File: config.mk
export PLATFORM = sky130hd
export DESIGN_NAME = gpf_mul
export DESIGN_NICKNAME = d
export VERILOG_FILES = /design/src/rtl/gpf_pkg.sv /design/src/rtl/gpf_mul.sv
export SDC_FILE = /design/constraint.sdc
export NUM_CORES = 2
export LEC_CHECK = 0
export ABC_AREA = 1
export BUFFER_PORTS_ARGS = -buffer_cell sky130_fd_sc_hd__buf_2
export CORE_MARGIN = 2
export CORE_UTILIZATION = 40
export DETAILED_ROUTE_END_ITERATION = 8
export GPL_TIMING_DRIVEN = 1
export HOLD_SLACK_MARGIN = 0.05
export SYNTH_ARGS = -nofsm -noshare
export SYNTH_HDL_FRONTEND = slang
export SYNTH_SLANG_ARGS = --single-unit
File: constraint.sdc
create_clock -name aclk -period 8.1 [get_ports aclk]
set_clock_uncertainty 0.05 [all_clocks]
set_input_delay 0.81 -clock aclk [delete_from_list [all_inputs] [get_ports aclk]]
set_output_delay 0.81 -clock aclk [all_outputs]
set_load 0.05 [all_outputs]
File: src/rtl/gpf_pkg.sv
// Shared constants and types of the pairwise gravity force pipeline.
package gpf_pkg;

    // Digit width of the partial-product multipliers.
    localparam int DIG_W = 32;
    localparam int PP_W  = 2 * DIG_W;

    // Register widths.
    localparam int GRAV_W    = 32;
    localparam int SHIFT_W   = 6;
    localparam int SHIFT_MAX = (1 << SHIFT_W) - 1;

    // Result component width, square-root width and quotient width.
    localparam int OUT_W = 64;
    localparam int RB    = OUT_W - 1;
    localparam int QB    = 2 * RB;

    // Configuration port.
    localparam int CFG_DATA_W = 32;
    localparam int CFG_ADDR_W = 3;

    typedef enum logic {
        REG_GRAV  = 1'b0,
        REG_SHIFT = 1'b1
    } cfg_reg_t;

    // Bit positions in the result tuser.
    localparam int TUSER_COIN = 0;
    localparam int TUSER_SAT  = 1;
    localparam int TUSER_W    = 2;

    // Clamped component values.
    localparam logic [OUT_W-1:0] FORCE_SAT_POS = {1'b0, {(OUT_W-1){1'b1}}};
    localparam logic [OUT_W-1:0] FORCE_SAT_NEG = {1'b1, {(OUT_W-2){1'b0}}, 1'b1};

    // Per-item flags that ride along the pipeline.
    typedef struct packed {
        logic sx;
        logic sy;
        logic coin;
    } pair_flags_t;

endpackage

File: src/rtl/gpf_mul.sv
// Pipelined unsigned multiplier built from one 32x32 partial product per stage.
module gpf_mul
    import gpf_pkg::*;
#(
    parameter int A_W    = 32,
    parameter int B_W    = 32,
    parameter int SIDE_W = 1
) (
    input  logic                 aclk,
    input  logic                 aresetn,
    input  logic                 en,
    input  logic                 in_valid,
    input  logic [A_W-1:0]       a,
    input  logic [B_W-1:0]       b,
    input  logic [SIDE_W-1:0]    side_in,
    output logic                 out_valid,
    output logic [A_W+B_W-1:0]   p,
    output logic [SIDE_W-1:0]    side_out
);

    localparam int NA    = (A_W + DIG_W - 1) / DIG_W;
    localparam int NB    = (B_W + DIG_W - 1) / DIG_W;
    localparam int NP    = NA * NB;
    localparam int AP_W  = NA * DIG_W;
    localparam int BP_W  = NB * DIG_W;
    localparam int ACC_W = AP_W + BP_W;

    logic              vld_reg  [0:NP];
    logic [AP_W-1:0]   a_reg    [0:NP-1];
    logic [BP_W-1:0]   b_reg    [0:NP-1];
    logic [ACC_W-1:0]  acc_reg  [1:NP];
    logic [SIDE_W-1:0] side_reg [0:NP];

    // Operand register.
    always_ff @(posedge aclk) begin
        if (!aresetn) begin
            vld_reg[0] <= 1'b0;
        end else if (en) begin
            vld_reg[0] <= in_valid;
        end
    end

    always_ff @(posedge aclk) begin
        if (en) begin
            a_reg[0]    <= AP_W'(a);
            b_reg[0]    <= BP_W'(b);
            side_reg[0] <= side_in;
        end
    end

    // One partial product is added to the running sum in each stage.
    for (genvar k = 0; k < NP; k++) begin : g_stage
        localparam int I = k / NB;
        localparam int J = k % NB;
        logic [PP_W-1:0]  pp;
        logic [ACC_W-1:0] acc_next;

        always_comb begin
            pp = PP_W'(a_reg[k][I*DIG_W +: DIG_W]) * PP_W'(b_reg[k][J*DIG_W +: DIG_W]);
        end

        if (k == 0) begin : g_first
            assign acc_next = ACC_W'(pp) << (DIG_W * (I + J));
        end else begin : g_rest
            assign acc_next = acc_reg[k] + (ACC_W'(pp) << (DIG_W * (I + J)));
        end

        always_ff @(posedge aclk) begin
            if (!aresetn) begin
                vld_reg[k+1] <= 1'b0;
            end else if (en) begin
                vld_reg[k+1] <= vld_reg[k];
            end
        end

        always_ff @(posedge aclk) begin
            if (en) begin
                acc_reg[k+1]  <= acc_next;
                side_reg[k+1] <= side_reg[k];
            end
        end

        if (k + 1 < NP) begin : g_carry
            always_ff @(posedge aclk) begin
                if (en) begin
                    a_reg[k+1] <= a_reg[k];
                    b_reg[k+1] <= b_reg[k];
                end
            end
        end
    end

    assign out_valid = vld_reg[NP];
    assign p         = acc_reg[NP][A_W+B_W-1:0];
    assign side_out  = side_reg[NP];

endmodule

==> impl_results.html <==
<table>
<tr><th>Metric</th><th>Value</th></tr>
<tr><th colspan="2">Synthesis</th></tr>
<tr><td>Count of different cell masters after synthesis</td><td>25</td></tr>
<tr><td>Count of flip-flops with a built-in enable after synthesis</td><td>131</td></tr>
<tr><td>Count of warnings emitted by yosys</td><td>0</td></tr>
<tr><td>Dominant cell type by area after synthesis</td><td>fa_1</td></tr>
<tr><td>Mapped Nets</td><td>around 6,300</td></tr>
<tr><td>Biggest area contributors in the synthesized netlist</td><td>fa_1, inv_1, nand2_1, edfxtp_1, ha_1</td></tr>
<tr><td>Post-synthesis instance total</td><td>between 5,000 and 6,000</td></tr>
<tr><td>Sequential share of the synthesized area</td><td>9.85%</td></tr>
<tr><td>Area share of the largest cell type after synthesis</td><td>roughly 45%</td></tr>
<tr><td>Netlist area before placement</td><td>~40,000 um^2</td></tr>
<tr><td>Most used DFF post-synth</td><td>edfxtp_1</td></tr>
<tr><td>Mean post-synth cell area</td><td>approximately 8 um^2</td></tr>
<tr><td>Async set or reset register ratio after synthesis</td><td>0%</td></tr>
<tr><td>Flip-flop and latch count after synthesis</td><td>roughly 130</td></tr>
<tr><th colspan="2">Critical path</th></tr>
<tr><td>Worst-case reg-to-reg path depth</td><td>23</td></tr>
<tr><td>Startpoint of the lowest-slack register-to-register path</td><td>b_reg[0][10]</td></tr>
<tr><td>CP startpoint</td><td>b_reg[0][10]</td></tr>
<tr><td>Critical Setup Path Class</td><td>reg -&gt; reg</td></tr>
<tr><td>Worst EP arrival</td><td>7790 ps</td></tr>
<tr><td>Critical Path End</td><td>acc_reg[1][24]</td></tr>
<tr><td>Type of element launching the critical path</td><td>flop</td></tr>
<tr><td>Maximum fanout encountered on the critical timing path</td><td>20</td></tr>
<tr><td>Required time of the worst setup path</td><td>8290 ps</td></tr>
<tr><td>Type of element capturing the critical path</td><td>flop</td></tr>
<tr><td>R2R setup slack</td><td>approximately 500 ps</td></tr>
<tr><td>Capture instance of the worst register-to-register path</td><td>acc_reg[1][24]</td></tr>
<tr><th colspan="2">Floorplanning</th></tr>
<tr><td>Die boundary width</td><td>about 320 um</td></tr>
<tr><td>Die height</td><td>321 um</td></tr>
<tr><td>Core ar.</td><td>99,900 um^2</td></tr>
<tr><td>Count of boundary I/O pins</td><td>135</td></tr>
<tr><td>Row count</td><td>~120</td></tr>
<tr><td>Initial standard-cell utilization of the core</td><td>between 40% and 50%</td></tr>
<tr><td>Die Footprint</td><td>~100,000 um^2</td></tr>
<tr><th colspan="2">Clock network</th></tr>
<tr><td>Post-cts repair resize count</td><td>0</td></tr>
<tr><td>Root Buffer Master</td><td>clkbuf_16</td></tr>
<tr><td>Inserted Clock Buffers</td><td>17</td></tr>
<tr><td>CTS tree</td><td>yes</td></tr>
<tr><td>Register clock-pin slew on the reported worst setup and hold paths</td><td>approximately 80 ps</td></tr>
<tr><td>CTS H-Tree Depth</td><td>4</td></tr>
<tr><td>TritonCTS Sinks</td><td>~130</td></tr>
<tr><td>Clk buf depth</td><td>2</td></tr>
<tr><td>Clock latency on the worst-skew pair</td><td>roughly 520 ps</td></tr>
<tr><td>Number of hold-repair buffers added at the cts stage</td><td>0</td></tr>
<tr><td>Buffers inserted by post-CTS timing repair</td><td>0</td></tr>
<tr><th colspan="2">Timing</th></tr>
<tr><td>Relative max-transition margin</td><td>between 20% and 30%</td></tr>
<tr><td>Highest clock rate</td><td>~0.13 GHz</td></tr>
<tr><td>Final count of negative-setup-slack endpoints</td><td>0</td></tr>
<tr><td>Final cycle utilization of the critical path</td><td>a little over nine tenths</td></tr>
<tr><td>Final hold viol count</td><td>0</td></tr>
<tr><td>Transition time of the tightest slew-check pin</td><td>~1200 ps</td></tr>
<tr><td>Setup repair after global routing missed its margin</td><td>no</td></tr>
<tr><td>Number of pins exceeding their max-slew limit in the final report</td><td>0</td></tr>
<tr><td>Final min period</td><td>between 7000 and 8000 ps</td></tr>
<tr><td>Final-layout setup total negative slack</td><td>0 ps</td></tr>
<tr><th colspan="2">Routing</th></tr>
<tr><td>DRC errors left</td><td>0</td></tr>
<tr><td>Vias post-DR</td><td>30,400</td></tr>
<tr><td>Number of violations reported at the end of detailed-routing iteration 0</td><td>approximately 2,000</td></tr>
<tr><td>Detailed-routing iteration count for the pre-antenna-repair pass</td><td>6</td></tr>
<tr><td>Total wire length</td><td>between 100,000 and 150,000 um</td></tr>
<tr><td>Via density per instance</td><td>between 4 and 5</td></tr>
<tr><td>Routed wire per std cell</td><td>~17 um</td></tr>
<tr><td>Count of nets left with antenna violations after detail routing</td><td>0</td></tr>
<tr><th colspan="2">Layout</th></tr>
<tr><td>Antenna diode count</td><td>0</td></tr>
<tr><td>Max FFs per register</td><td>64</td></tr>
<tr><td>Multi-input gate area in the final layout</td><td>about 29,000 um^2</td></tr>
<tr><td>Area used by sequential logic in the layout</td><td>between 3000 and 4000 um^2</td></tr>
<tr><td>Final net count</td><td>roughly 6,400</td></tr>
<tr><td>Proportion of layout cells with a drive suffix above 1</td><td>6.96%</td></tr>
<tr><td>Layout area overhead</td><td>7.70%</td></tr>
<tr><td>Filler cells</td><td>just over 10,000</td></tr>
<tr><th colspan="2">Run status</th></tr>
<tr><td>Outcome</td><td>finished, final reports clean</td></tr>
<tr><th colspan="2">Global route</th></tr>
<tr><td>Number of antenna violations at the first check in global routing</td><td>0</td></tr>
<tr><td>Aggregate global routing overflow</td><td>0</td></tr>
<tr><td>GRT Resource Usage Total</td><td>between 20 and 25%</td></tr>
<tr><td>Largest net degree at the start of global routing</td><td>85</td></tr>
<tr><td>First-pass GRT wire length</td><td>~180,000 um</td></tr>
<tr><td>Via count of the first global-routing pass</td><td>roughly 32,000</td></tr>
<tr><th colspan="2">Placed design</th></tr>
<tr><td>Routability congestion estimate from global placement</td><td>between 0.9 and 1</td></tr>
<tr><td>Port Buffer Count</td><td>134</td></tr>
<tr><td>Estimated wirelength of the detail-placed design</td><td>96,200 um</td></tr>
<tr><th colspan="2">Min path</th></tr>
<tr><td>Type of the tightest min-delay check</td><td>reg -&gt; reg</td></tr>
<tr><th colspan="2">Run</th></tr>
<tr><td>Max capacitance violation total</td><td>0</td></tr>
</table>
## synth_stat cells (11+ instances only)
cell / n
nor2_2: 23
a21oi_1: 42
inv_1: 1720
fa_1: 896
clkbuf_1: 192
o21bai_1: 11
inv_2: 14
ha_1: 263
nand4_1: 16
nand3_1: 54
edfxtp_1: 131
nand2_2: 19
xor2_1: 32
nand2_1: 1565
nor2_1: 74
## worst min-delay path by stage
stage                         from        endpoint  depth (start not counted)
finish              side_reg[0][0]  side_reg[0][1]                          0
global route                 b[26]    b_reg[0][26]                          1
CTS                          b[30]    b_reg[0][30]                          1
detailed placement  side_reg[0][0]  side_reg[0][1]                          0
global placement    side_reg[0][0]  side_reg[0][1]                          0
floorplan           side_reg[0][0]  side_reg[0][1]                          0
## per-stage QoR
stage               instance area [um^2]  setup slack [ps]  hold WS, ps  cells  util [%]
floorplan                          40100              1690          350   5097         -
global placement                   42600               584          352   6450      42.7
detailed placement                 42600               604          363   6450      42.7
CTS                                43200               561          361   6482      43.3
global route                       43200               249          380   6482      43.3
finish                             43200               502          376   6482      43.3
## layer usage
metal  GRT usage [%]  vias up  part of all wire (%)
li1                -    14100                     -
met1            30.9    15300                    43
met2            39.1      852                    49
met3            3.19      122                   5.7
met4            5.28        0                   1.9
met5               0        -                     0
## cells by family after synthesis
| logic type | after synthesis | share of synthesized area [%] |
|---|---|---|
| xor gates and xnor gates | 36 | 0.785 |
| adders and majority gates | 1159 | 52.9 |
| DFF | 132 | 9.85 |
| AOI/OAI and AO/OA | 56 | 0.782 |
| buffers and inverters | 1927 | 18.0 |
| and+or+nand+nor | 1787 | 17.7 |
## layout make-up
cell class	count	share of cell area (%)
clock buffer	17	0.984
clock inverter	15	0.428
inverter	1735	15.1
multi-input combinational	3038	67.0
sequential	132	9.15
tap	1298	3.76
timing repair buffer	247	3.64
## critical path, cell delays in order (launching register included)
cell and delay [ps]:
edfxtp_1 1020, buf_4 350, nand2_1 90, fa_1 370
inv_1 90, fa_1 440, fa_1 530, inv_1 50
fa_1 470, inv_1 50, fa_1 500, inv_1 50
fa_1 580, inv_1 70, fa_1 500, fa_1 430
ha_1 360, nand2_1 170, inv_1 50, nand2_1 60
nand2_1 60, a21oi_1 310, nand3_2 230, xor2_1 440
## placed cells by master (no fill, tap or decap), drive strengths merged
master	synthesis	layout
and3	1	1
clkinvlp	0	1
buf	0	247
nor2	104	104
nand3	64	64
ha	263	263
nand2	1584	1584
clkinv	1	8
fa	896	896
a21oi	42	42
o21bai	12	12
inv	1734	1741
o21ai	2	2
xor2	32	32
nor3	18	18
dfxtp	1	1
edfxtp	131	131
xnor2	4	4
clkbuf	192	17
nand4	16	16
Power is not shown: default switching activity piles up to over one toggle a cycle in this logic, so the estimate is an artifact.
